## src/spil_pkg.sv

```systemverilog
// Package for the sorted priority insert list.
// Holds field widths, request/response structs, controller command/status
// structs, the controller state type and the priority function. No dependencies.
`timescale 1ns / 1ps

package spil_pkg;

  localparam int ID_W    = 8;
  localparam int VALUE_W = 16;
  localparam int RANK_W  = 6;
  // id + value needs one bit above the wider operand plus a sign bit
  localparam int PRIO_W  = ((ID_W > VALUE_W) ? ID_W : VALUE_W) + 2;

  localparam logic CMD_INSERT = 1'b0;
  localparam logic CMD_LIST   = 1'b1;

  typedef struct packed {
    logic                      command;
    logic [ID_W-1:0]           new_id;
    logic signed [VALUE_W-1:0] new_value;
  } spil_req_t;

  typedef struct packed {
    logic [ID_W-1:0]           entry_id;
    logic signed [VALUE_W-1:0] entry_value;
    logic [RANK_W-1:0]         rank;
    logic                      is_listing;
    logic                      empty_res;
    logic                      rejected;
    logic                      last;
  } spil_rsp_t;

  typedef enum logic [1:0] {
    ST_IDLE,
    ST_INS,
    ST_LIST
  } spil_state_t;

  // controller -> datapath
  typedef struct packed {
    logic capture;    // latch request, run the compare against all cells
    logic emit_ins;   // shift cells, load insert answer into output register
    logic emit_list;  // rotate cells, load next listing result
  } spil_cmd_t;

  // datapath -> controller
  typedef struct packed {
    logic req_list;   // request on the input is a listing command
    logic list_done;  // the listing result being emitted now is the final one
  } spil_stat_t;

  function automatic logic signed [PRIO_W-1:0] prio_f(
    input logic [ID_W-1:0]           id,
    input logic signed [VALUE_W-1:0] val
  );
    logic signed [PRIO_W-1:0] id_x;
    logic signed [PRIO_W-1:0] val_x;
    id_x  = $signed({{(PRIO_W-ID_W){1'b0}}, id});
    val_x = $signed({{(PRIO_W-VALUE_W){val[VALUE_W-1]}}, val});
    return id_x + val_x;
  endfunction

endpackage

```

## src/spil_ctrl.sv

```systemverilog
// Controller state machine for the sorted priority insert list.
// Drives input ready, output valid and the datapath commands.
// Depends on spil_pkg.
`timescale 1ns / 1ps

module spil_ctrl (
  input  logic                clk,
  input  logic                rst,
  input  logic                req_valid,
  output logic                req_ready,
  output logic                rsp_valid,
  input  logic                rsp_ready,
  input  spil_pkg::spil_stat_t stat,
  output spil_pkg::spil_cmd_t  cmd
);
  import spil_pkg::*;

  spil_state_t state, state_next;
  logic        rsp_valid_next;
  logic        out_free;

  assign out_free = !rsp_valid || rsp_ready;

  always_ff @(posedge clk) begin
    if (rst) begin
      state     <= ST_IDLE;
      rsp_valid <= 1'b0;
    end else begin
      state     <= state_next;
      rsp_valid <= rsp_valid_next;
    end
  end

  always_comb begin
    state_next = state;
    req_ready  = 1'b0;
    cmd        = '0;
    unique case (state)
      ST_IDLE: begin
        req_ready = 1'b1;
        if (req_valid) begin
          cmd.capture = 1'b1;
          state_next  = stat.req_list ? ST_LIST : ST_INS;
        end
      end
      ST_INS: begin
        if (out_free) begin
          cmd.emit_ins = 1'b1;
          state_next   = ST_IDLE;
        end
      end
      ST_LIST: begin
        if (out_free) begin
          cmd.emit_list = 1'b1;
          if (stat.list_done) begin
            state_next = ST_IDLE;
          end
        end
      end
      default: begin
        state_next = ST_IDLE;
      end
    endcase
    rsp_valid_next = (cmd.emit_ins || cmd.emit_list) ? 1'b1
                   : (rsp_ready ? 1'b0 : rsp_valid);
  end

`ifndef SYNTH
  a_one_emit: assert property (@(posedge clk) disable iff (rst)
    !(cmd.emit_ins && cmd.emit_list))
    else $error("insert and listing emitted in the same cycle");

  a_emit_free: assert property (@(posedge clk) disable iff (rst)
    (cmd.emit_ins || cmd.emit_list) |-> (!rsp_valid || rsp_ready))
    else $error("output register overwritten while held");

  a_capture_busy: assert property (@(posedge clk) disable iff (rst)
    cmd.capture |=> (state != ST_IDLE && !req_ready))
    else $error("accepted a transaction while one is in progress");
`endif

endmodule

```

## config.mk

```make
export PLATFORM = sky130hd
export DESIGN_NAME = spil_ctrl
export DESIGN_NICKNAME = d
export VERILOG_FILES = /design/src/spil_pkg.sv /design/src/spil_ctrl.sv
export SDC_FILE = /design/constraint.sdc
export NUM_CORES = 1
export LEC_CHECK = 0
export ABC_CLOCK_PERIOD_IN_PS = 1100
export BUFFER_PORTS_ARGS = -buffer_cell sky130_fd_sc_hd__buf_4
export CAP_MARGIN = 20
export CORE_AREA = 2 2 39 41
export CTS_BUF_LIST = sky130_fd_sc_hd__clkbuf_4
export DETAILED_ROUTE_END_ITERATION = 10
export DIE_AREA = 0 0 41 43
export GPL_TIMING_DRIVEN = 0
export PLACE_DENSITY_LB_ADDON = 0.08
export SLEW_MARGIN = 5
export SYNTH_ARGS = -nofsm -noshare
export SYNTH_HDL_FRONTEND = slang
export SYNTH_SLANG_ARGS = --single-unit
```

## constraint.sdc

```tcl
create_clock -name clk -period 1.1 [get_ports clk]
set_input_delay 0.11 -clock clk [delete_from_list [all_inputs] [get_ports clk]]
set_output_delay 0.11 -clock clk [all_outputs]
set_load 0.03 [all_outputs]
```

==> results.sh <==
export IMPL_status="complete, but fails checks"
export IMPL_violations="negative setup slack"
export IMPL_dp_cells=44
export IMPL_cts_sinks=3
export IMPL_relSlewSlack_pct=86.3
export IMPL_ios=11
export IMPL_worstHoldEndpoint="state[0]"
export IMPL_htree_levels=1
export IMPL_cp_required_ns=0.99
export IMPL_die_height_um=43
export IMPL_core_um2=1380
export IMPL_slew_violations=0
export IMPL_start_util_pct=11.5
export IMPL_critical_path_class="reg2out"
export IMPL_vias=184
export IMPL_cpPeakStageDelay_ns=0.35
export IMPL_wl_um=471
export IMPL_worstReg2RegStart="state[0]"
export IMPL_path_cells="or2b_1 -> nor2_2 -> buf_6"
export IMPL_fin_ws_ns=-0.101
export IMPL_fin_crit_sh_pct=109
export IMPL_grt_use_total_pct=7.41
export IMPL_utilization_pct=24.1
export IMPL_antenna_found_initial=0
export IMPL_synth_area_top_cells="dfxtp_1 (38%), a211oi_2 (7.9%), nand2b_1 (7.9%)"
export IMPL_final_cells=51
export IMPL_routedWlPerCell_um=9.24
export IMPL_root_buffer="clkbuf_4"
export IMPL_worstHoldStart="rst"
export IMPL_drt_iter0_markers=4
export IMPL_synth_nets=24
export IMPL_dp_hpwl_um=339
export IMPL_rr_endpoint="state[0]"
export IMPL_synth_top_area_cell="dfxtp_1"
export IMPL_rsz0062_at_grt="yes"
export IMPL_die_area_um2=1760
export IMPL_max_clock_path_buffers=2
export IMPL_syn_area_per_cell_um2=8.83
export IMPL_drive_gt1_share_pct=68.6
export IMPL_fin_area_um2=334
export IMPL_ant_nets=0
export IMPL_grt_pass1_wl_um=759
export IMPL_crit_slowest_cell="dfxtp_4"
export IMPL_fp_dieW_um=41
export IMPL_pwr_density_cell_nw_per_um2=1370
export IMPL_finalNetCount=42
export IMPL_yosysSeqAreaShare_pct=37.8
export IMPL_num_antenna_cells=0
export IMPL_clk_pin_slew_worst_paths_ns=0.04
export IMPL_fin_crit_ns=1.20
export IMPL_tightestPinTransition_ns=0.204
export IMPL_crit_fanout=5
export IMPL_layout_commonest_cell="buf_4"
export IMPL_finalPower_mw=0.456
export IMPL_hold_path_class="in2reg"
export IMPL_dpl_instance_area_um2=256
export IMPL_synth_ff_latch_count=3
export IMPL_yosysWarningCount=0
export IMPL_worstHoldPathCells=2
export IMPL_yosysTopAreaCellShare_pct=37.8
export IMPL_cts_buffers=3
export IMPL_via_per_inst=3.61
export IMPL_reg2reg_depth=2
export IMPL_multi_input_area_um2=114
export IMPL_start_kind="register"
export IMPL_netlist_area_um2=159
export IMPL_cp_end_kind="output pin"
export IMPL_max_cap_viol_count=0
export IMPL_dp_slack_ns=0.0666
export IMPL_std_cell_rows=14
export IMPL_worstPathArrival_ns=1.09
export IMPL_max_vdd_ir_drop_v=0.000342
export IMPL_area_growth_pct=110
export IMPL_drtPass1Iterations=2
export IMPL_fmax_ghz=0.833
export IMPL_layout_common_cells="buf_4 (11), clkbuf_4 (4), nor2_2 (2), nand2b_1 (2), buf_6 (2)"
export IMPL_finalClockSkew_ns=0.00160
export IMPL_layout_area_seq_um2=65.1
export IMPL_synth_distinct_cells=13
export IMPL_cts_tree="yes"
export IMPL_p_leak_nw=0.144
export IMPL_n_fill_cell=162
export IMPL_grt_overflow_total=0
export IMPL_drc_errors=0
export IMPL_gp_congestion=0.713
export IMPL_netlist_instances=18
export IMPL_port_buffers=10
export IMPL_r2r_slack_ns=0.08
export IMPL_hold_viol_final=0
export IMPL_setup_viol=3
export IMPL_grt_pass1_vias=187
export IMPL_insertion_delay_ns=0.23
export IMPL_grt_max_degree=7
flip-flops by register name, indices dropped and copies added (netlist names):
| name | flops |
|---|---|
| rsp_valid | 1 |
| state | 2 |
critical path: cells and delay by family, from the launching register on:
kind                   cells  cell delay [ns]
AND/OR/NAND/NOR            2             0.37
flip-flops                 1             0.35
buffers and inverters      1             0.13
through the flow:
stage	hold WS (ns)	setup TNS [ns]
3_5_place_dp	0.289	0
4_1_cts	0.0299	-0.131
2_1_floorplan	0.175	-0.0709
3_3_place_gp	0.293	0
6_report	0.0404	-0.183
5_1_grt	0.0249	-0.384
synth_stat cells:
master and n:
dfxtp_1 3, nor2_1 3, nand2b_1 2, a211oi_2 1, a21oi_1 1, a311oi_1 1, a31oi_1 1, and2_1 1
nand3b_1 1, nor2b_1 1, or2_1 1, or2b_1 1, or3b_1 1
routing by layer:
layer / vias up / routed length [um] / track usage [%] / share of wire, %
li1: 97 / - / - / -
met1: 81 / 216 / 7.67 / 46
met2: 6 / 228 / 8.13 / 48
met3: 0 / 25 / 6.28 / 5.3
met4: 0 / 0 / 8.00 / 0
met5: - / 0 / 0 / 0
worst max-delay path by stage:
stage / from / to / slack, ns / depth (start not counted)
5_1_grt: state[0] / cmd[1] / -0.18 / 3
4_1_cts: state[0] / cmd[1] / -0.11 / 3
3_3_place_gp: state[0] / state[0] / 0.04 / 2
6_report: state[0] / cmd[1] / -0.10 / 3
2_1_floorplan: state[0] / cmd[1] / -0.03 / 2
3_5_place_dp: state[0] / state[0] / 0.07 / 2
cell type report:
class                           count  share of cell area, %
Timing Repair Buffer               13                   31.5
Tap cell                           16                   5.99
Multi-Input combinational cell     15                   34.1
Sequential cell                     3                   19.5
Clock buffer                        4                   8.99
what timing repair did:
item,CTS,global route
setup endpoints to repair,3,3
resized for setup,4,5
pin swaps,0,1
hold endpoints to repair,0,0
buffers inserted,1,2
hold buffers,0,0
power by group:
group / switching, mW / internal (mW) / total (mW)
clock: 0.0566 / 0.160 / 0.217
sequential: 0.0103 / 0.116 / 0.127
combinational: 0.0546 / 0.0580 / 0.113
cell families after synthesis:
family          Yosys count  share of synthesized area, %
simple gates             11                          41.7
compound gates            4                          20.5
flops                     3                          37.8
No activity file was read; power rests on OpenSTA's default activity.
